`config.mk`:
```
export PLATFORM = sky130hd
export DESIGN_NAME = i2c_register_access_sequencer
export DESIGN_NICKNAME = d
export VERILOG_FILES = /design/src/rtl/i2cras_pkg.sv /design/src/rtl/i2cras_fsm.sv /design/src/rtl/i2cras_resq.sv /design/src/rtl/i2c_register_access_sequencer.sv
export SDC_FILE = /design/constraint.sdc
export NUM_CORES = 1
export LEC_CHECK = 0
export BUFFER_PORTS_ARGS = -buffer_cell sky130_fd_sc_hd__clkbuf_2
export CAP_MARGIN = 20
export CORE_ASPECT_RATIO = 0.7
export CORE_MARGIN = 2
export CORE_UTILIZATION = 57
export CTS_BUF_LIST = sky130_fd_sc_hd__clkbuf_2 sky130_fd_sc_hd__clkbuf_4 sky130_fd_sc_hd__clkbuf_8
export DETAILED_ROUTE_END_ITERATION = 6
export HOLD_SLACK_MARGIN = 0.03
export PLACE_DENSITY = 0.8
export SLEW_MARGIN = 10
export SYNTH_ARGS = -nofsm -noshare
export SYNTH_HDL_FRONTEND = slang
export SYNTH_SLANG_ARGS = --single-unit
```
`constraint.sdc`:
```
create_clock -name clk -period 5.2 [get_ports clk]
set_input_delay 1.3 -clock clk [delete_from_list [all_inputs] [get_ports clk]]
set_output_delay 1.3 -clock clk [all_outputs]
set_load 0.01 [all_outputs]
```
`src/rtl/i2cras_pkg.sv`:
```
`timescale 1ns / 1ps
// ----------------------------------------------------------------------------
// i2cras_pkg
// Shared types, codes and constants of the I2C register access sequencer.
// ----------------------------------------------------------------------------
package i2cras_pkg;

  localparam int unsigned WAIT_W        = 20;
  localparam int unsigned PADDR_W       = 3;
  localparam int unsigned PDATA_W       = 32;
  localparam int unsigned MAX_RES       = 3;
  localparam int unsigned RESN_W        = 2;
  localparam int unsigned QDEPTH        = 4;
  localparam int unsigned QPTR_W        = 2;
  localparam int unsigned QCNT_W        = 3;

  localparam logic [WAIT_W-1:0]  TIMEOUT_RESET    = 20'd100000;
  localparam logic [WAIT_W-1:0]  TIMEOUT_MIN      = 20'd1;
  localparam logic [PADDR_W-1:0] ADDR_TIMEOUT     = 3'd0;

  typedef enum logic {
    OP_COMMAND = 1'b0,
    OP_SAMPLE  = 1'b1
  } opcode_t;

  typedef enum logic [1:0] {
    CMD_WRITE    = 2'd0,
    CMD_READ     = 2'd1,
    CMD_MODIFY   = 2'd2,
    CMD_READ_BIT = 2'd3
  } cmd_t;

  typedef enum logic [2:0] {
    ACT_NONE     = 3'd0,
    ACT_START    = 3'd1,
    ACT_WRITE    = 3'd2,
    ACT_STOP     = 3'd3,
    ACT_ACK      = 3'd4,
    ACT_NACK     = 3'd5,
    ACT_CLR_NACK = 3'd6
  } act_t;

  typedef enum logic [1:0] {
    ST_OK      = 2'd0,
    ST_NACK    = 2'd1,
    ST_TIMEOUT = 2'd2
  } status_t;

  typedef enum logic [3:0] {
    PH_IDLE     = 4'd0,
    PH_START    = 4'd1,
    PH_ADDR     = 4'd2,
    PH_TXE_REG  = 4'd3,
    PH_TXD_REG  = 4'd4,
    PH_TXE_DATA = 4'd5,
    PH_TXD_DATA = 4'd6,
    PH_RSTART   = 4'd7,
    PH_RADDR    = 4'd8,
    PH_RX       = 4'd9
  } phase_t;

  typedef struct packed {
    logic       opcode;
    logic [1:0] command;
    logic [6:0] target_addr;
    logic [7:0] reg_index;
    logic [7:0] data_or_mask;
    logic       set_bits;
    logic       start_sent;
    logic       address_acked;
    logic       nack_seen;
    logic       tx_empty;
    logic       rx_ready;
    logic [7:0] rx_byte;
  } req_t;

  typedef struct packed {
    logic [2:0] action;
    logic [7:0] tx_byte;
    logic       done_res;
    logic [1:0] status;
    logic [7:0] read_value;
    logic       last;
  } res_t;

  function automatic res_t mk_res(act_t act, logic [7:0] tx, logic done,
                                  status_t st, logic [7:0] val);
    res_t r;
    r.action     = act;
    r.tx_byte    = tx;
    r.done_res   = done;
    r.status     = st;
    r.read_value = val;
    r.last       = 1'b0;
    return r;
  endfunction

endpackage

```
`src/rtl/i2cras_fsm.sv`:
```
`timescale 1ns / 1ps
// ----------------------------------------------------------------------------
// i2cras_fsm
// Transaction phase machine: takes one request per cycle while accept is high and
// produces the list of peripheral actions (up to three) that the request causes.
// ----------------------------------------------------------------------------
module i2cras_fsm import i2cras_pkg::*; (
  input  logic                   clk,
  input  logic                   rst_n,
  input  logic                   accept,
  input  req_t                   req,
  input  logic [WAIT_W-1:0]      limit,
  output res_t [MAX_RES-1:0]     res,
  output logic [RESN_W-1:0]      res_n
);

  phase_t            phase_r, phase_nxt;
  logic [WAIT_W-1:0] wait_r, wait_nxt;
  cmd_t              cmd_r, cmd_nxt;
  logic [6:0]        dev_r, dev_nxt;
  logic [7:0]        reg_r, reg_nxt;
  logic [7:0]        opnd_r, opnd_nxt;
  logic              set_r, set_nxt;
  logic [7:0]        rbyte_r, rbyte_nxt;
  logic              wpass_r, wpass_nxt;

  logic [WAIT_W-1:0] lim_eff;
  logic [WAIT_W-1:0] wait_inc;
  logic              miss;
  logic              writing;
  logic              is_cmd;
  logic [7:0]        modified;
  logic [7:0]        read_val;
  logic              rd_phase;

  assign lim_eff  = (limit == '0) ? TIMEOUT_MIN : limit;
  assign wait_inc = wait_r + TIMEOUT_MIN;
  assign miss     = (wait_inc >= lim_eff);
  assign writing  = (cmd_r == CMD_WRITE) || wpass_r;
  assign is_cmd   = (req.opcode == OP_COMMAND);
  assign modified = set_r ? (req.rx_byte | opnd_r) : (req.rx_byte & ~opnd_r);
  assign read_val = (cmd_r == CMD_READ_BIT) ? {7'd0, |(req.rx_byte & opnd_r)}
                                            : req.rx_byte;
  assign rd_phase = (phase_r == PH_RSTART);

  // next state
  always_comb begin
    phase_nxt = phase_r;
    wait_nxt  = wait_r;
    cmd_nxt   = cmd_r;
    dev_nxt   = dev_r;
    reg_nxt   = reg_r;
    opnd_nxt  = opnd_r;
    set_nxt   = set_r;
    rbyte_nxt = rbyte_r;
    wpass_nxt = wpass_r;
    if (accept) begin
      if (is_cmd) begin
        if (phase_r == PH_IDLE) begin
          cmd_nxt   = cmd_t'(req.command);
          dev_nxt   = req.target_addr;
          reg_nxt   = req.reg_index;
          opnd_nxt  = req.data_or_mask;
          set_nxt   = req.set_bits;
          rbyte_nxt = 8'd0;
          wpass_nxt = 1'b0;
          phase_nxt = PH_START;
          wait_nxt  = '0;
        end
      end else begin
        case (phase_r)
          PH_START, PH_RSTART: begin
            if (req.start_sent) begin
              phase_nxt = rd_phase ? PH_RADDR : PH_ADDR;
              wait_nxt  = '0;
            end else if (miss) begin
              phase_nxt = PH_IDLE;
            end else begin
              wait_nxt = wait_inc;
            end
          end
          PH_ADDR, PH_RADDR: begin
            if (req.nack_seen) begin
              phase_nxt = PH_IDLE;
            end else if (req.address_acked) begin
              phase_nxt = (phase_r == PH_ADDR) ? PH_TXE_REG : PH_RX;
              wait_nxt  = '0;
            end else if (miss) begin
              phase_nxt = PH_IDLE;
            end else begin
              wait_nxt = wait_inc;
            end
          end
          PH_TXE_REG, PH_TXD_REG, PH_TXE_DATA, PH_TXD_DATA: begin
            if (req.tx_empty) begin
              wait_nxt = '0;
              case (phase_r)
                PH_TXE_REG:  phase_nxt = PH_TXD_REG;
                PH_TXD_REG:  phase_nxt = writing ? PH_TXE_DATA : PH_RSTART;
                PH_TXE_DATA: phase_nxt = PH_TXD_DATA;
                default:     phase_nxt = PH_IDLE;
              endcase
            end else if (miss) begin
              phase_nxt = PH_IDLE;
            end else begin
              wait_nxt = wait_inc;
            end
          end
          PH_RX: begin
            if (req.rx_ready) begin
              wait_nxt = '0;
              if (cmd_r == CMD_MODIFY) begin
                rbyte_nxt = modified;
                phase_nxt = PH_START;
                wpass_nxt = 1'b1;
              end else begin
                rbyte_nxt = req.rx_byte;
                phase_nxt = PH_IDLE;
              end
            end else if (miss) begin
              phase_nxt = PH_IDLE;
            end else begin
              wait_nxt = wait_inc;
            end
          end
          PH_IDLE: ;
          default: phase_nxt = PH_IDLE;
        endcase
      end
      if (phase_nxt == PH_IDLE && phase_r != PH_IDLE) begin
        wait_nxt  = '0;
        wpass_nxt = 1'b0;
      end
    end
  end

  // action list
  always_comb begin
    res   = '0;
    res_n = '0;
    if (accept) begin
      if (is_cmd) begin
        if (phase_r == PH_IDLE) begin
          res[0] = mk_res(ACT_START, 8'd0, 1'b0, ST_OK, 8'd0);
          res_n  = 2'd1;
        end
      end else begin
        case (phase_r)
          PH_START, PH_RSTART: begin
            if (req.start_sent) begin
              res[0] = mk_res(ACT_WRITE, {dev_r, rd_phase}, 1'b0, ST_OK, 8'd0);
              res_n  = 2'd1;
            end else if (miss) begin
              res[0] = mk_res(ACT_NONE, 8'd0, 1'b1, ST_TIMEOUT, 8'd0);
              res_n  = 2'd1;
            end
          end
          PH_ADDR, PH_RADDR: begin
            if (req.nack_seen) begin
              res[0] = mk_res(ACT_STOP, 8'd0, 1'b0, ST_OK, 8'd0);
              res[1] = mk_res(ACT_CLR_NACK, 8'd0, 1'b1, ST_NACK, 8'd0);
              res_n  = 2'd2;
            end else if (req.address_acked) begin
              if (phase_r == PH_RADDR) begin
                res[0] = mk_res(ACT_NACK, 8'd0, 1'b0, ST_OK, 8'd0);
                res_n  = 2'd1;
              end
            end else if (miss) begin
              res[0] = mk_res(ACT_STOP, 8'd0, 1'b0, ST_OK, 8'd0);
              res[1] = mk_res(ACT_CLR_NACK, 8'd0, 1'b1, ST_TIMEOUT, 8'd0);
              res_n  = 2'd2;
            end
          end
          PH_TXE_REG, PH_TXD_REG, PH_TXE_DATA, PH_TXD_DATA: begin
            if (req.tx_empty) begin
              case (phase_r)
                PH_TXE_REG: begin
                  res[0] = mk_res(ACT_WRITE, reg_r, 1'b0, ST_OK, 8'd0);
                  res_n  = 2'd1;
                end
                PH_TXD_REG: begin
                  if (!writing) begin
                    res[0] = mk_res(ACT_START, 8'd0, 1'b0, ST_OK, 8'd0);
                    res_n  = 2'd1;
                  end
                end
                PH_TXE_DATA: begin
                  res[0] = mk_res(ACT_WRITE, wpass_r ? rbyte_r : opnd_r, 1'b0,
                                  ST_OK, 8'd0);
                  res_n  = 2'd1;
                end
                default: begin
                  res[0] = mk_res(ACT_STOP, 8'd0, 1'b1, ST_OK, 8'd0);
                  res_n  = 2'd1;
                end
              endcase
            end else if (miss) begin
              res[0] = mk_res(ACT_NONE, 8'd0, 1'b1, ST_TIMEOUT, 8'd0);
              res_n  = 2'd1;
            end
          end
          PH_RX: begin
            if (req.rx_ready) begin
              res[0] = mk_res(ACT_STOP, 8'd0, 1'b0, ST_OK, 8'd0);
              if (cmd_r == CMD_MODIFY) begin
                res[1] = mk_res(ACT_ACK, 8'd0, 1'b0, ST_OK, 8'd0);
                res[2] = mk_res(ACT_START, 8'd0, 1'b0, ST_OK, 8'd0);
                res_n  = 2'd3;
              end else begin
                res[1] = mk_res(ACT_ACK, 8'd0, 1'b1, ST_OK, read_val);
                res_n  = 2'd2;
              end
            end else if (miss) begin
              res[0] = mk_res(ACT_STOP, 8'd0, 1'b0, ST_OK, 8'd0);
              res[1] = mk_res(ACT_ACK, 8'd0, 1'b1, ST_TIMEOUT, 8'd0);
              res_n  = 2'd2;
            end
          end
          default: ;
        endcase
      end
      case (res_n)
        2'd1:    res[0].last = 1'b1;
        2'd2:    res[1].last = 1'b1;
        2'd3:    res[2].last = 1'b1;
        default: ;
      endcase
    end
  end

  always_ff @(posedge clk) begin
    if (!rst_n) begin
      phase_r <= PH_IDLE;
      wait_r  <= '0;
      cmd_r   <= CMD_WRITE;
      dev_r   <= '0;
      reg_r   <= '0;
      opnd_r  <= '0;
      set_r   <= 1'b0;
      rbyte_r <= '0;
      wpass_r <= 1'b0;
    end else begin
      phase_r <= phase_nxt;
      wait_r  <= wait_nxt;
      cmd_r   <= cmd_nxt;
      dev_r   <= dev_nxt;
      reg_r   <= reg_nxt;
      opnd_r  <= opnd_nxt;
      set_r   <= set_nxt;
      rbyte_r <= rbyte_nxt;
      wpass_r <= wpass_nxt;
    end
  end

`ifndef SYNTHESIS
  a_done_to_idle: assert property (@(posedge clk) disable iff (!rst_n)
    (res_n != '0 && (res[0].done_res || res[1].done_res || res[2].done_res))
    |=> phase_r == PH_IDLE)
    else $error("phase not idle after a finishing action");

  a_wpass_modify: assert property (@(posedge clk) disable iff (!rst_n)
    wpass_r |-> cmd_r == CMD_MODIFY)
    else $error("write pass flagged outside a modify command");

  a_idle_clean: assert property (@(posedge clk) disable iff (!rst_n)
    phase_r == PH_IDLE |-> (wait_r == '0 && !wpass_r))
    else $error("idle with stale wait count or write pass");
`endif

endmodule

```
`src/rtl/i2cras_resq.sv`:
```
`timescale 1ns / 1ps
// ----------------------------------------------------------------------------
// i2cras_resq
// Four-entry action queue: takes up to three actions in one cycle and hands
// them out one per cycle on the result channel while out_stall is low.
// ----------------------------------------------------------------------------
module i2cras_resq import i2cras_pkg::*; (
  input  logic                   clk,
  input  logic                   rst_n,
  input  res_t [MAX_RES-1:0]     push_res,
  input  logic [RESN_W-1:0]      push_n,
  output logic                   full,
  output logic                   out_valid,
  input  logic                   out_stall,
  output res_t                   out_res
);

  res_t              q_r [QDEPTH];
  logic [QPTR_W-1:0] head_r, head_nxt;
  logic [QCNT_W-1:0] cnt_r, cnt_nxt;
  logic [QPTR_W-1:0] tail;
  logic              pop;

  assign out_valid = (cnt_r != '0);
  assign out_res   = q_r[head_r];
  assign pop       = out_valid && !out_stall;
  assign tail      = head_r + cnt_r[QPTR_W-1:0];
  // room for a full three-action burst once this cycle's pop is done
  assign full      = (cnt_r > QCNT_W'(2)) || (cnt_r == QCNT_W'(2) && !pop);
  assign head_nxt  = head_r + QPTR_W'(pop);
  assign cnt_nxt   = cnt_r - QCNT_W'(pop) + QCNT_W'(push_n);

  always_ff @(posedge clk) begin
    if (!rst_n) begin
      head_r <= '0;
      cnt_r  <= '0;
    end else begin
      head_r <= head_nxt;
      cnt_r  <= cnt_nxt;
    end
  end

  always_ff @(posedge clk) begin
    for (int k = 0; k < MAX_RES; k++) begin
      if (RESN_W'(k) < push_n) begin
        q_r[tail + QPTR_W'(k)] <= push_res[k];
      end
    end
  end

`ifndef SYNTHESIS
  a_cnt_bound: assert property (@(posedge clk) disable iff (!rst_n)
    cnt_r <= QCNT_W'(QDEPTH))
    else $error("action queue overflow");

  a_push_room: assert property (@(posedge clk) disable iff (!rst_n)
    push_n != '0 |-> (cnt_r - QCNT_W'(pop)) <= QCNT_W'(1))
    else $error("actions pushed without room");
`endif

endmodule

```
`src/rtl/i2c_register_access_sequencer.sv`:
```
`timescale 1ns / 1ps
// ----------------------------------------------------------------------------
// i2c_register_access_sequencer
// Sequences I2C master register write, read, read-modify-write and bit read
// transactions, one peripheral status sample per request.
//
//   channel   direction  handshake             payload
//   in_*      request    in_valid / in_stall   opcode, command, addresses,
//                                              operand, status flags, rx_byte
//   out_*     result     out_valid / out_stall action, tx_byte, done_res,
//                                              status, read_value, last
//   APB       config     psel/penable/pready   timeout_limit at byte addr 0
//
// One request per cycle while in_stall is low; each is decoded and its zero
// to three actions go into a four-entry queue that drains one per cycle while
// out_stall is low; in_stall rises when it cannot take a three-action burst.
// Reset is synchronous, active low; the queue empties, phase returns to idle
// and timeout_limit returns to 100000. No clearing pass.
// ----------------------------------------------------------------------------
module i2c_register_access_sequencer import i2cras_pkg::*; (
  input  logic               clk,
  input  logic               rst_n,
  input  logic               in_valid,
  output logic               in_stall,
  input  logic               in_opcode,
  input  logic [1:0]         in_command,
  input  logic [6:0]         in_target_addr,
  input  logic [7:0]         in_reg_index,
  input  logic [7:0]         in_data_or_mask,
  input  logic               in_set_bits,
  input  logic               in_start_sent,
  input  logic               in_address_acked,
  input  logic               in_nack_seen,
  input  logic               in_tx_empty,
  input  logic               in_rx_ready,
  input  logic [7:0]         in_rx_byte,
  output logic               out_valid,
  input  logic               out_stall,
  output logic [2:0]         out_action,
  output logic [7:0]         out_tx_byte,
  output logic               out_done_res,
  output logic [1:0]         out_status,
  output logic [7:0]         out_read_value,
  output logic               out_last,
  input  logic               psel,
  input  logic               penable,
  input  logic               pwrite,
  input  logic [PADDR_W-1:0] paddr,
  input  logic [PDATA_W-1:0] pwdata,
  output logic [PDATA_W-1:0] prdata,
  output logic               pready
);

  logic [WAIT_W-1:0]  limit_r;
  logic               accept;
  logic               full;
  req_t               req;
  res_t [MAX_RES-1:0] res;
  logic [RESN_W-1:0]  res_n;
  res_t               head;

  assign pready = 1'b1;
  assign prdata = (paddr == ADDR_TIMEOUT) ? PDATA_W'(limit_r) : '0;

  always_ff @(posedge clk) begin
    if (!rst_n) begin
      limit_r <= TIMEOUT_RESET;
    end else if (psel && penable && pwrite && pready && paddr == ADDR_TIMEOUT) begin
      limit_r <= pwdata[WAIT_W-1:0];
    end
  end

  assign in_stall = full;
  assign accept   = in_valid && !full;

  assign req.opcode         = in_opcode;
  assign req.command        = in_command;
  assign req.target_addr    = in_target_addr;
  assign req.reg_index      = in_reg_index;
  assign req.data_or_mask   = in_data_or_mask;
  assign req.set_bits       = in_set_bits;
  assign req.start_sent     = in_start_sent;
  assign req.address_acked  = in_address_acked;
  assign req.nack_seen      = in_nack_seen;
  assign req.tx_empty       = in_tx_empty;
  assign req.rx_ready       = in_rx_ready;
  assign req.rx_byte        = in_rx_byte;

  i2cras_fsm u_fsm (
    .clk    (clk),
    .rst_n  (rst_n),
    .accept (accept),
    .req    (req),
    .limit  (limit_r),
    .res    (res),
    .res_n  (res_n)
  );

  i2cras_resq u_resq (
    .clk       (clk),
    .rst_n     (rst_n),
    .push_res  (res),
    .push_n    (res_n),
    .full      (full),
    .out_valid (out_valid),
    .out_stall (out_stall),
    .out_res   (head)
  );

  assign out_action     = head.action;
  assign out_tx_byte    = head.tx_byte;
  assign out_done_res   = head.done_res;
  assign out_status     = head.status;
  assign out_read_value = head.read_value;
  assign out_last       = head.last;

`ifndef SYNTHESIS
  a_done_last: assert property (@(posedge clk) disable iff (!rst_n)
    (out_valid && out_done_res) |-> out_last)
    else $error("finishing action not last of its request");

  a_status_done: assert property (@(posedge clk) disable iff (!rst_n)
    (out_valid && out_status != ST_OK) |-> out_done_res)
    else $error("error status without done");
`endif

endmodule
```
==> results.py, run 1 <==
metrics = {
    "sta": {
        "setup_viol": 0,
        "fin_setup_tns_ns": 0,
        "worstMarginPinSlew_ns": 0.927,
        "rsz0062_at_grt": "no",
        "fin_hold_ws_ns": 0.454,
        "max_slew_margin": 0.378,
        "fmax_mhz": 204,
        "slew_viol_final": 0,
        "hold_viol_final": 0,
        "fin_crit_ns": 4.91,
        "final.period_utilization": 0.944,
        "clock_skew_ns": 0.0193,
    },
    "global_routing": {
        "grt-ovfl-total": 0,
        "grt_pass1_wl_um": 43600,
        "grt_pass1_vias": 8111,
        "grt_max_degree": 55,
        "antenna_found_initial": 0,
        "grt_use_total": 0.304,
    },
    "critical_path": {
        "cp_max_fo": 6,
        "cp_slowest_cell": "fa_1",
        "critPathTopFamily": "simple AND/OR/NAND/NOR gates",
        "crit_buf_inv": 1,
        "cp-start-kind": "register",
        "worst_path_largest_cell_delay_ns": 0.44,
        "cp_cell_sequence": "ha_1 -> nand3_1 -> nor2_1 -> and3_1 -> and3_1 -> and2_1 -> nand2_1 -> xnor2_1 -> ha_1 -> nand4_1 -> nor4_1 -> a32oi_1 -> and4_1 -> a21oi_4 -> inv_1 -> ha_1 -> fa_1 -> xor2_1 -> xnor2_1 -> and2_1",
        "path_common_cell": "ha_1",
        "cp.required_ns": 5.57,
        "crit_arrival_ns": 5.28,
        "path_class": "register to register",
        "end_kind": "register",
        "reg2reg_slack_ns": 0.29,
    },
    "cells_and_area": {
        "final_layout_size_suffix_gt1_frac": 0.200,
        "syn_to_final_growth_pct": 12.2,
        "final_util": 0.660,
        "antenna_cells": 0,
        "final_nets": 1334,
    },
    "pwr": {
        "total_power_mw": 3.38,
        "power_frac_comb": 0.259,
        "leakage_nw": 4.15,
        "power_density_nw_per_um2": 311,
        "peakVddDrop_mv": 0.255,
        "p_int_mw": 2.20,
        "p_sw_mw": 1.18,
        "seqPwrFrac": 0.450,
        "power.share.switching": 0.349,
        "p_clk_frac": 0.291,
    },
    "place": {
        "dp_hpwl_um": 19800,
        "gp_congestion": 0.983,
        "portBuffers": 114,
    },
    "hold_path": {
        "hold_class": "register to register",
    },
    "synthesis": {
        "yosys-top-cells-area": "dfxtp_1 (35%), nand2_1 (7.7%), mux4_2 (5.3%)",
        "netlist_area_um2": 9700,
        "ys_ff_latch": 176,
        "syn_inst": 1127,
        "yosysTopAreaCell": "dfxtp_1",
        "yosysTopAreaCellShare": 0.347,
        "synth_warnings": 0,
        "synth-edff-count": 8,
        "ys_types": 87,
        "synth_ff_type": "dfxtp_1",
        "synth-seq-area-share": 0.372,
        "syn_area_per_cell_um2": 8.60,
        "async_reset_ff_frac": 0,
    },
    "drt": {
        "viasPerCell": 6.08,
        "routedWlPerCell_um": 18.5,
        "drc": 0,
        "drtAntennaViolNets": 0,
        "drt_iter0_drc": 1185,
        "drt-total-wl_um": 27100,
        "num_vias": 8890,
        "dr.pass1.iters": 5,
    },
    "clocking": {
        "cts_root_buf": "clkbuf_8",
        "cts_hold_buf": 0,
        "clk_pin_slew_ns": 0.10,
        "cts_max_level": 4,
        "cts_tree": "done",
        "clk_latency_ns": 0.48,
        "clock-sinks": 176,
        "cts_buffer_depth": 2,
        "numCtsBuffers": 17,
    },
    "floorplanning": {
        "design.core.area_um2": 16500,
        "die_w_um": 160,
        "ioPinCount": 140,
        "rows": 39,
        "fp.dieH_um": 113,
        "die-area_um2": 18100,
        "start_util": 0.588,
    },
    "job": {
        "maxCapViolations": 0,
    },
    "status": {
        "outcome": "finished clean",
    },
}
## cell usage in the layout, fill, tap and decap left out, types with 7 or more instances in the layout
cell type and count:
nand2_1 200, dfxtp_1 166, clkbuf_2 114, nor2_1 71, a21boi_0 50, o21ai_0 46
a21oi_1 39, nand3_1 38, inv_1 37, buf_4 36, and2_1 30, mux2i_1 27
nor3_1 26, ha_1 26, mux4_2 23, a22o_1 23, o2bb2ai_1 20, xnor2_1 18
clkbuf_8 17, nor2b_1 15, nand2b_1 14, conb_1 13, nand4_1 10, a22oi_1 10
o211ai_1 10, mux2_2 9, edfxtp_1 8, and3_1 7, nor4_1 7
## cell usage after synthesis (7+ instances only)
library cell / number
nor2b_1: 15
a21boi_0: 50
xnor2_1: 18
a21oi_1: 39
and2_1: 30
o21ai_0: 46
nand4_1: 10
a22o_1: 23
nand2_1: 200
inv_1: 37
buf_2: 14
o211ai_1: 10
and3_1: 7
nor3_1: 28
nand3_1: 38
a22oi_1: 10
ha_1: 26
buf_4: 19
o2bb2ai_1: 20
clkbuf_1: 42
nor4_1: 7
edfxtp_1: 8
nor2_1: 71
mux4_2: 23
mux2i_1: 27
nand2b_1: 14
mux2_2: 9
dfxtp_1: 168
## what timing repair did
item | 4_1_cts | 5_1_grt
endpoints found under the setup margin | 0 | 12
resized for setup | 0 | 2
buffers inserted | 0 | 3
hold endpoints to repair | 0 | 0
## final cells by class
class,count,area (µm²)
tap,225,282
timing repair buffer,150,841
clock buffer,17,234
multi-input combinational,842,5610
inverter,38,143
clock inverter,14,170
sequential,176,3610
fill,1441,5610
## metal layers
layer,GRT usage,up-vias,wire (µm)
li1,-,4171,-
met1,0.454,4191,12500
met2,0.432,500,11200
met3,0.0894,28,3050
met4,0.0715,0,312
met5,0,-,0
## sequential cells by signal, summed over array words and instances (netlist names)
signal / flops
u_resq.q_r: 92
limit_r: 20
u_fsm.wait_r: 20
u_fsm.opnd_r: 8
u_fsm.rbyte_r: 8
u_fsm.reg_r: 8
u_fsm.dev_r: 7
u_fsm.phase_r: 4
u_resq.cnt_r: 3
u_fsm.cmd_r: 2
u_resq.head_r: 2
u_fsm.set_r: 1
u_fsm.wpass_r: 1
## stage by stage
step                      worst slack [ns]  std cells  area [µm²]
after CTS                            0.260       1459       10900
after global routing                0.0177       1462       10900
after detailed placement             0.295       1428       10500
after global placement               0.432       1428       10500
after floorplan                      0.623       1138        9740
final                                0.292       1462       10900
## final timing paths
kind	from	to	cells after the start
worst min-delay path	u_resq.q_r[2][15]	u_resq.q_r[2][15]	2
worst max-delay path	u_fsm.wait_r[1]	u_resq.cnt_r[2]	20
worst min register to register	u_resq.q_r[2][15]	u_resq.q_r[2][15]	2
worst max register to register	u_fsm.wait_r[1]	u_resq.cnt_r[2]	20
## power by group through the flow
stage | Sequential [mW] | Clock, mW | Combinational, mW
floorplan | 1.52 | 0 | 0.636
global placement | 1.55 | 0 | 0.842
detailed placement | 1.55 | 0 | 0.852
CTS | 1.52 | 0.989 | 0.859
global route | 1.53 | 1.04 | 0.958
finish | 1.52 | 0.985 | 0.877
## tightest hold or removal path, stage by stage, from the launching register on
cell and delay (ns):
dfxtp_1 0.32, nand2_1 0.05, a21oi_1 0.05
## cell families (layout without fill, tap and decap cells)
family          Yosys count  after routing  synth area share
compound gates          269            269             0.204
xor+xnor                 22             22            0.0199
fa+ha+maj                27             27            0.0356
buf+inv                 120            219            0.0557
flops                   176            176             0.372
mux                      59             59            0.0918
other cells               2             13          0.000775
simple gates            452            452             0.220
Note: power is estimated with default switching activity, not from simulation.
==> run 2, diff against run 1 <==
--- a/config.mk
+++ b/config.mk
@@ -8,12 +8,12 @@
 export BUFFER_PORTS_ARGS = -buffer_cell sky130_fd_sc_hd__clkbuf_2
 export CAP_MARGIN = 20
 export CORE_ASPECT_RATIO = 0.7
-export CORE_MARGIN = 2
 export CORE_UTILIZATION = 57
 export CTS_BUF_LIST = sky130_fd_sc_hd__clkbuf_2 sky130_fd_sc_hd__clkbuf_4 sky130_fd_sc_hd__clkbuf_8
 export DETAILED_ROUTE_END_ITERATION = 6
 export HOLD_SLACK_MARGIN = 0.03
 export PLACE_DENSITY = 0.8
+export REMOVE_ABC_BUFFERS = 1
 export SLEW_MARGIN = 10
 export SYNTH_ARGS = -nofsm -noshare
 export SYNTH_HDL_FRONTEND = slang
==> results.py, run 2 (synthesized netlist as in run 1, its figures left out) <==
metrics = {
    "cells_and_area": {
        "final_nets": 1340,
        "syn_to_final_growth_pct": 12.6,
        "antenna_cells": 0,
        "final_cells": 1468,
        "top_regs": "u_resq.q_r (92), limit_r (20), u_fsm.wait_r (20)",
        "largest_reg_flops": 92,
        "largest_register": "u_resq.q_r",
        "most-common-layout-cells": "nand2_1 (200), dfxtp_1 (167), clkbuf_2 (114)",
        "final_layout_size_suffix_gt1_frac": 0.205,
        "final_common_cell": "nand2_1",
    },
    "critical_path": {
        "cp_slowest_cell": "nor2_2",
        "crit_arrival_ns": 5.27,
        "cp.depth": 18,
        "crit_buf_inv": 2,
        "critPathTopFamily": "simple AND/OR/NAND/NOR gates",
        "cp-start-kind": "register",
        "cp.required_ns": 5.41,
        "reg2regPathDepth": 18,
        "worst_path_largest_cell_delay_ns": 0.51,
        "cp_cell_sequence": "ha_1 -> nand3_1 -> nor2_1 -> and3_1 -> and3_1 -> and2_1 -> nand2_1 -> xnor2_1 -> ha_1 -> nand4_1 -> nor2_1 -> nor3_1 -> nand4_4 -> a221oi_4 -> buf_4 -> a21boi_2 -> nor2_2 -> inv_1",
        "reg2reg_to": "u_resq.q_r[2][20]",
        "end_kind": "register",
        "cp_max_fo": 13,
        "timing.rr.start": "u_fsm.wait_r[1]",
        "path_class": "register to register",
        "reg2reg_slack_ns": 0.14,
    },
    "floorplanning": {
        "start_util": 0.588,
        "design.core.area_um2": 16500,
        "fp.dieH_um": 111,
        "die_w_um": 158,
        "die-area_um2": 17500,
        "ioPinCount": 140,
        "rows": 39,
    },
    "global_routing": {
        "grt_use_total": 0.319,
        "grt-ovfl-total": 0,
        "grt_pass1_wl_um": 43200,
        "grt_max_degree": 67,
        "grt_pass1_vias": 8054,
        "antenna_found_initial": 0,
    },
    "hold_path": {
        "min-delay-start": "u_resq.q_r[2][14]",
        "hold_class": "register to register",
        "min_path_cells": 2,
        "hold_end": "u_resq.q_r[2][14]",
    },
    "pwr": {
        "leakage_nw": 4.16,
        "p_int_mw": 2.16,
        "seqPwrFrac": 0.459,
        "power_frac_comb": 0.265,
        "total_power_mw": 3.31,
        "p_sw_mw": 1.15,
        "power_density_nw_per_um2": 304,
        "p_clk_frac": 0.276,
        "power.share.switching": 0.348,
        "peakVddDrop_mv": 0.285,
    },
    "drt": {
        "num_vias": 8979,
        "dr.pass1.iters": 7,
        "routedWlPerCell_um": 18.5,
        "drc": 0,
        "drt-total-wl_um": 27200,
        "viasPerCell": 6.12,
        "drt_iter0_drc": 1003,
        "drtAntennaViolNets": 0,
    },
    "clocking": {
        "clock-sinks": 176,
        "cts_hold_buf": 0,
        "cts_root_buf": "clkbuf_8",
        "cts_tree": "done",
        "cts_buffer_depth": 2,
        "numCtsBuffers": 17,
        "cts_max_level": 4,
        "clk_pin_slew_ns": 0.10,
        "clk_latency_ns": 0.48,
    },
    "place": {
        "portBuffers": 114,
        "dp_slack_ns": 0.258,
        "dp_hpwl_um": 20100,
        "placed_cells": 1434,
        "gp_congestion": 0.978,
    },
    "status": {
        "outcome": "finished clean",
    },
    "sta": {
        "clock_skew_ns": 0.0192,
        "fin_hold_ws_ns": 0.457,
        "fmax_mhz": 198,
        "hold_viol_final": 0,
        "fin_crit_ns": 5.06,
        "worstMarginPinSlew_ns": 0.948,
        "final.period_utilization": 0.974,
        "layout_setup_ws_ns": 0.137,
        "slew_viol_final": 0,
        "setup_viol": 0,
        "max_slew_margin": 0.367,
    },
    "job": {
        "maxCapViolations": 0,
    },
}
## run 2: cell count changes in the layout (fill, tap and decap cells not counted), moves of 2 or more
cell / change
inv_6: -4
clkinvlp_4: +3
buf_4: +6
clkinv_4: +2
## run 2: worst max-delay path by stage
stage                                    to       startpoint  slack, ns
after floorplan           u_resq.q_r[1][22]        out_stall       0.34
after global placement      u_fsm.wait_r[9]  u_fsm.wait_r[1]       0.39
after detailed placement    u_fsm.wait_r[2]  u_fsm.wait_r[1]       0.26
after CTS                   u_fsm.wait_r[2]  u_fsm.wait_r[1]       0.19
after global routing      u_resq.q_r[2][20]  u_fsm.wait_r[1]      -0.02
final                     u_resq.q_r[2][20]  u_fsm.wait_r[1]       0.14
## run 2: through the flow
step / utilization / TNS (ns) / instance area [µm²]
2_1_floorplan: - / 0 / 9340
3_3_place_gp: 0.636 / 0 / 10500
3_5_place_dp: 0.636 / 0 / 10500
4_1_cts: 0.659 / 0 / 10900
5_1_grt: 0.662 / -0.107 / 10900
6_report: 0.662 / 0 / 10900
## run 2: worst reg2reg max path: cells and delay by family (launching register included)
kind,cells,cell delay (ns)
buffers and inverters,2,0.35
XOR/XNOR,1,0.22
AO/OA/AOI/OAI,2,0.57
adder cells (fa/ha/maj),2,0.53
flip-flops,1,0.39
AND/OR/NAND/NOR,11,2.74
## run 2: final cells by class
type	count	area (µm²)
multi-input combinational	842	5630
fill	1411	5580
sequential	176	3600
timing repair buffer	156	886
tap	225	282
clock buffer	18	248
inverter	38	143
clock inverter	13	129
## run 2: repair_timing
action / CTS / global route
endpoints found under the setup margin: 0 / 30
setup buffers: 0 / 3
endpoints found under the hold margin: 0 / 0
gates resized for setup: 0 / 4
## run 2: power by group through the flow
stage          combinational, mW  sequential (mW)  clock (mW)
2_1_floorplan              0.544             1.57           0
3_3_place_gp               0.845             1.55           0
3_5_place_dp               0.859             1.55           0
4_1_cts                    0.861             1.52       0.918
5_1_grt                    0.963             1.53       0.976
6_report                   0.879             1.52       0.913
## run 2: per-layer routing
metal | track usage | up-vias | part of all wire
met5 | 0 | - | 0
met1 | 0.508 | 4257 | 0.48
met2 | 0.424 | 486 | 0.40
li1 | - | 4196 | -
met3 | 0.0711 | 40 | 0.10
met4 | 0.0712 | 0 | 0.012
==> run 3, diff against run 2 <==
==> constraint.sdc (replaced) <==
create_clock -name clk -period 6.15 [get_ports clk]
set_input_delay 1.5375 -clock clk [delete_from_list [all_inputs] [get_ports clk]]
set_output_delay 1.5375 -clock clk [all_outputs]
set_load 0.01 [all_outputs]
==> results.py, run 3 (synthesized netlist as in run 1, its figures left out) <==
metrics = {
    "critical_path": {
        "cp-start-kind": "register",
        "worst_path_largest_cell_delay_ns": 0.69,
        "cp_cell_sequence": "ha_1 -> nand3_1 -> nor2_1 -> and3_1 -> and3_1 -> and2_1 -> nand2_1 -> xnor2_1 -> ha_1 -> nand4_1 -> nor2_1 -> nor3_1 -> nand4_2 -> a221oi_4 -> inv_2 -> o21ai_2 -> o22ai_1",
        "cp.required_ns": 6.34,
        "cp_max_fo": 15,
        "cp_slowest_cell": "a221oi_4",
        "crit_arrival_ns": 5.62,
        "end_kind": "register",
        "path_class": "register to register",
    },
    "floorplanning": {
        "start_util": 0.588,
        "die-area_um2": 17500,
        "die_w_um": 158,
        "fp.dieH_um": 111,
        "rows": 39,
        "design.core.area_um2": 16500,
        "ioPinCount": 140,
    },
    "cells_and_area": {
        "final_util": 0.652,
        "antenna_cells": 0,
        "top_regs": "u_resq.q_r (92), limit_r (20), u_fsm.wait_r (20)",
        "final_cells": 1448,
        "final_common_cell": "nand2_1",
        "syn_to_final_growth_pct": 11.0,
        "most-common-layout-cells": "nand2_1 (200), dfxtp_1 (167), clkbuf_2 (114)",
        "fillers": 1439,
        "largest_register": "u_resq.q_r",
        "final_layout_size_suffix_gt1_frac": 0.190,
        "largest_reg_flops": 92,
        "final_nets": 1320,
    },
    "clocking": {
        "cts_root_buf": "clkbuf_8",
        "numCtsBuffers": 17,
        "cts_hold_buf": 0,
        "clk_pin_slew_ns": 0.10,
        "cts_buffer_depth": 2,
        "cts_setup_buffers": 0,
        "cts_tree": "done",
        "post_cts_resized": 0,
        "clk_latency_ns": 0.48,
        "clock-sinks": 176,
        "cts_max_level": 4,
    },
    "place": {
        "portBuffers": 114,
        "placed_cells": 1417,
        "gp_congestion": 0.951,
        "dp_slack_ns": 0.943,
        "dp_hpwl_um": 19300,
    },
    "drt": {
        "drc": 0,
        "drt-total-wl_um": 26400,
        "drt_iter0_drc": 1050,
        "drtAntennaViolNets": 0,
        "viasPerCell": 6.05,
        "dr.pass1.iters": 6,
        "routedWlPerCell_um": 18.3,
        "num_vias": 8759,
    },
    "global_routing": {
        "antenna_found_initial": 0,
        "grt_max_degree": 68,
        "grt-ovfl-total": 0,
        "grt_use_total": 0.314,
        "grt_pass1_vias": 7865,
        "grt_pass1_wl_um": 42600,
    },
    "hold_path": {
        "hold_class": "register to register",
    },
    "sta": {
        "clock_skew_ns": 0.0203,
        "final.period_utilization": 0.883,
        "max_slew_margin": 0.367,
        "fin_setup_tns_ns": 0,
        "slew_viol_final": 0,
        "fin_crit_ns": 5.43,
        "hold_viol_final": 0,
        "worstMarginPinSlew_ns": 0.942,
        "fmax_mhz": 184,
        "fin_hold_ws_ns": 0.456,
        "setup_viol": 0,
        "rsz0062_at_grt": "no",
        "layout_setup_ws_ns": 0.720,
    },
    "pwr": {
        "peakVddDrop_mv": 0.267,
        "leakage_nw": 4.07,
        "power_density_nw_per_um2": 262,
    },
    "status": {
        "outcome": "finished clean",
    },
    "job": {
        "maxCapViolations": 0,
    },
}
==> run 3: final timing paths <==
| path | slack (ns) | end | startpoint | cells after the start |
|---|---|---|---|---|
| max | 0.72 | u_resq.q_r[2][20] | u_fsm.wait_r[0] | 17 |
| min | 0.46 | u_resq.q_r[2][17] | u_resq.q_r[2][17] | 2 |
| max reg2reg | 0.72 | u_resq.q_r[2][20] | u_fsm.wait_r[0] | 17 |
| min reg2reg | 0.46 | u_resq.q_r[2][17] | u_resq.q_r[2][17] | 2 |
==> run 3: metal layers <==
| layer | up-vias | GRT usage | wire length [µm] |
|---|---|---|---|
| li1 | 4155 | - | - |
| met4 | 0 | 0.0608 | 250 |
| met2 | 467 | 0.433 | 10800 |
| met3 | 29 | 0.0645 | 2680 |
| met5 | - | 0 | 0 |
| met1 | 4108 | 0.495 | 12700 |
==> run 3: worst max-delay path: cells and delay by family (launching register included) <==
family | cells | cell delay, ns
flops | 1 | 0.48
xor+xnor | 1 | 0.24
simple gates | 10 | 2.14
buf+inv | 1 | 0.14
fa+ha+maj | 2 | 0.55
compound gates | 3 | 1.58
==> run 3: per-stage QoR <==
step                cell area (µm²)  total power, mW
floorplan                      9340             1.79
global placement              10400             2.01
detailed placement            10400             2.02
CTS                           10800             2.80
global route                  10800             2.95
finish                        10800             2.82
==> run 3: cell type report <==
cell class | instances | area [µm²] | area share
multi-input cells | 842 | 5600 | 0.521
well taps | 225 | 282 | 0.0262
clock buffers | 18 | 241 | 0.0224
repair buffers | 136 | 736 | 0.0684
inverters | 38 | 143 | 0.0133
flip-flops and latches | 176 | 3600 | 0.335
clock inverters | 13 | 149 | 0.0138
==> run 3: power breakdown <==
part           internal [mW]  leakage, nW  total [mW]  switching, mW
logic                  0.280         2.44       0.689          0.409
registers               1.23         1.44        1.33         0.0982
clock network          0.338        0.193       0.801          0.463
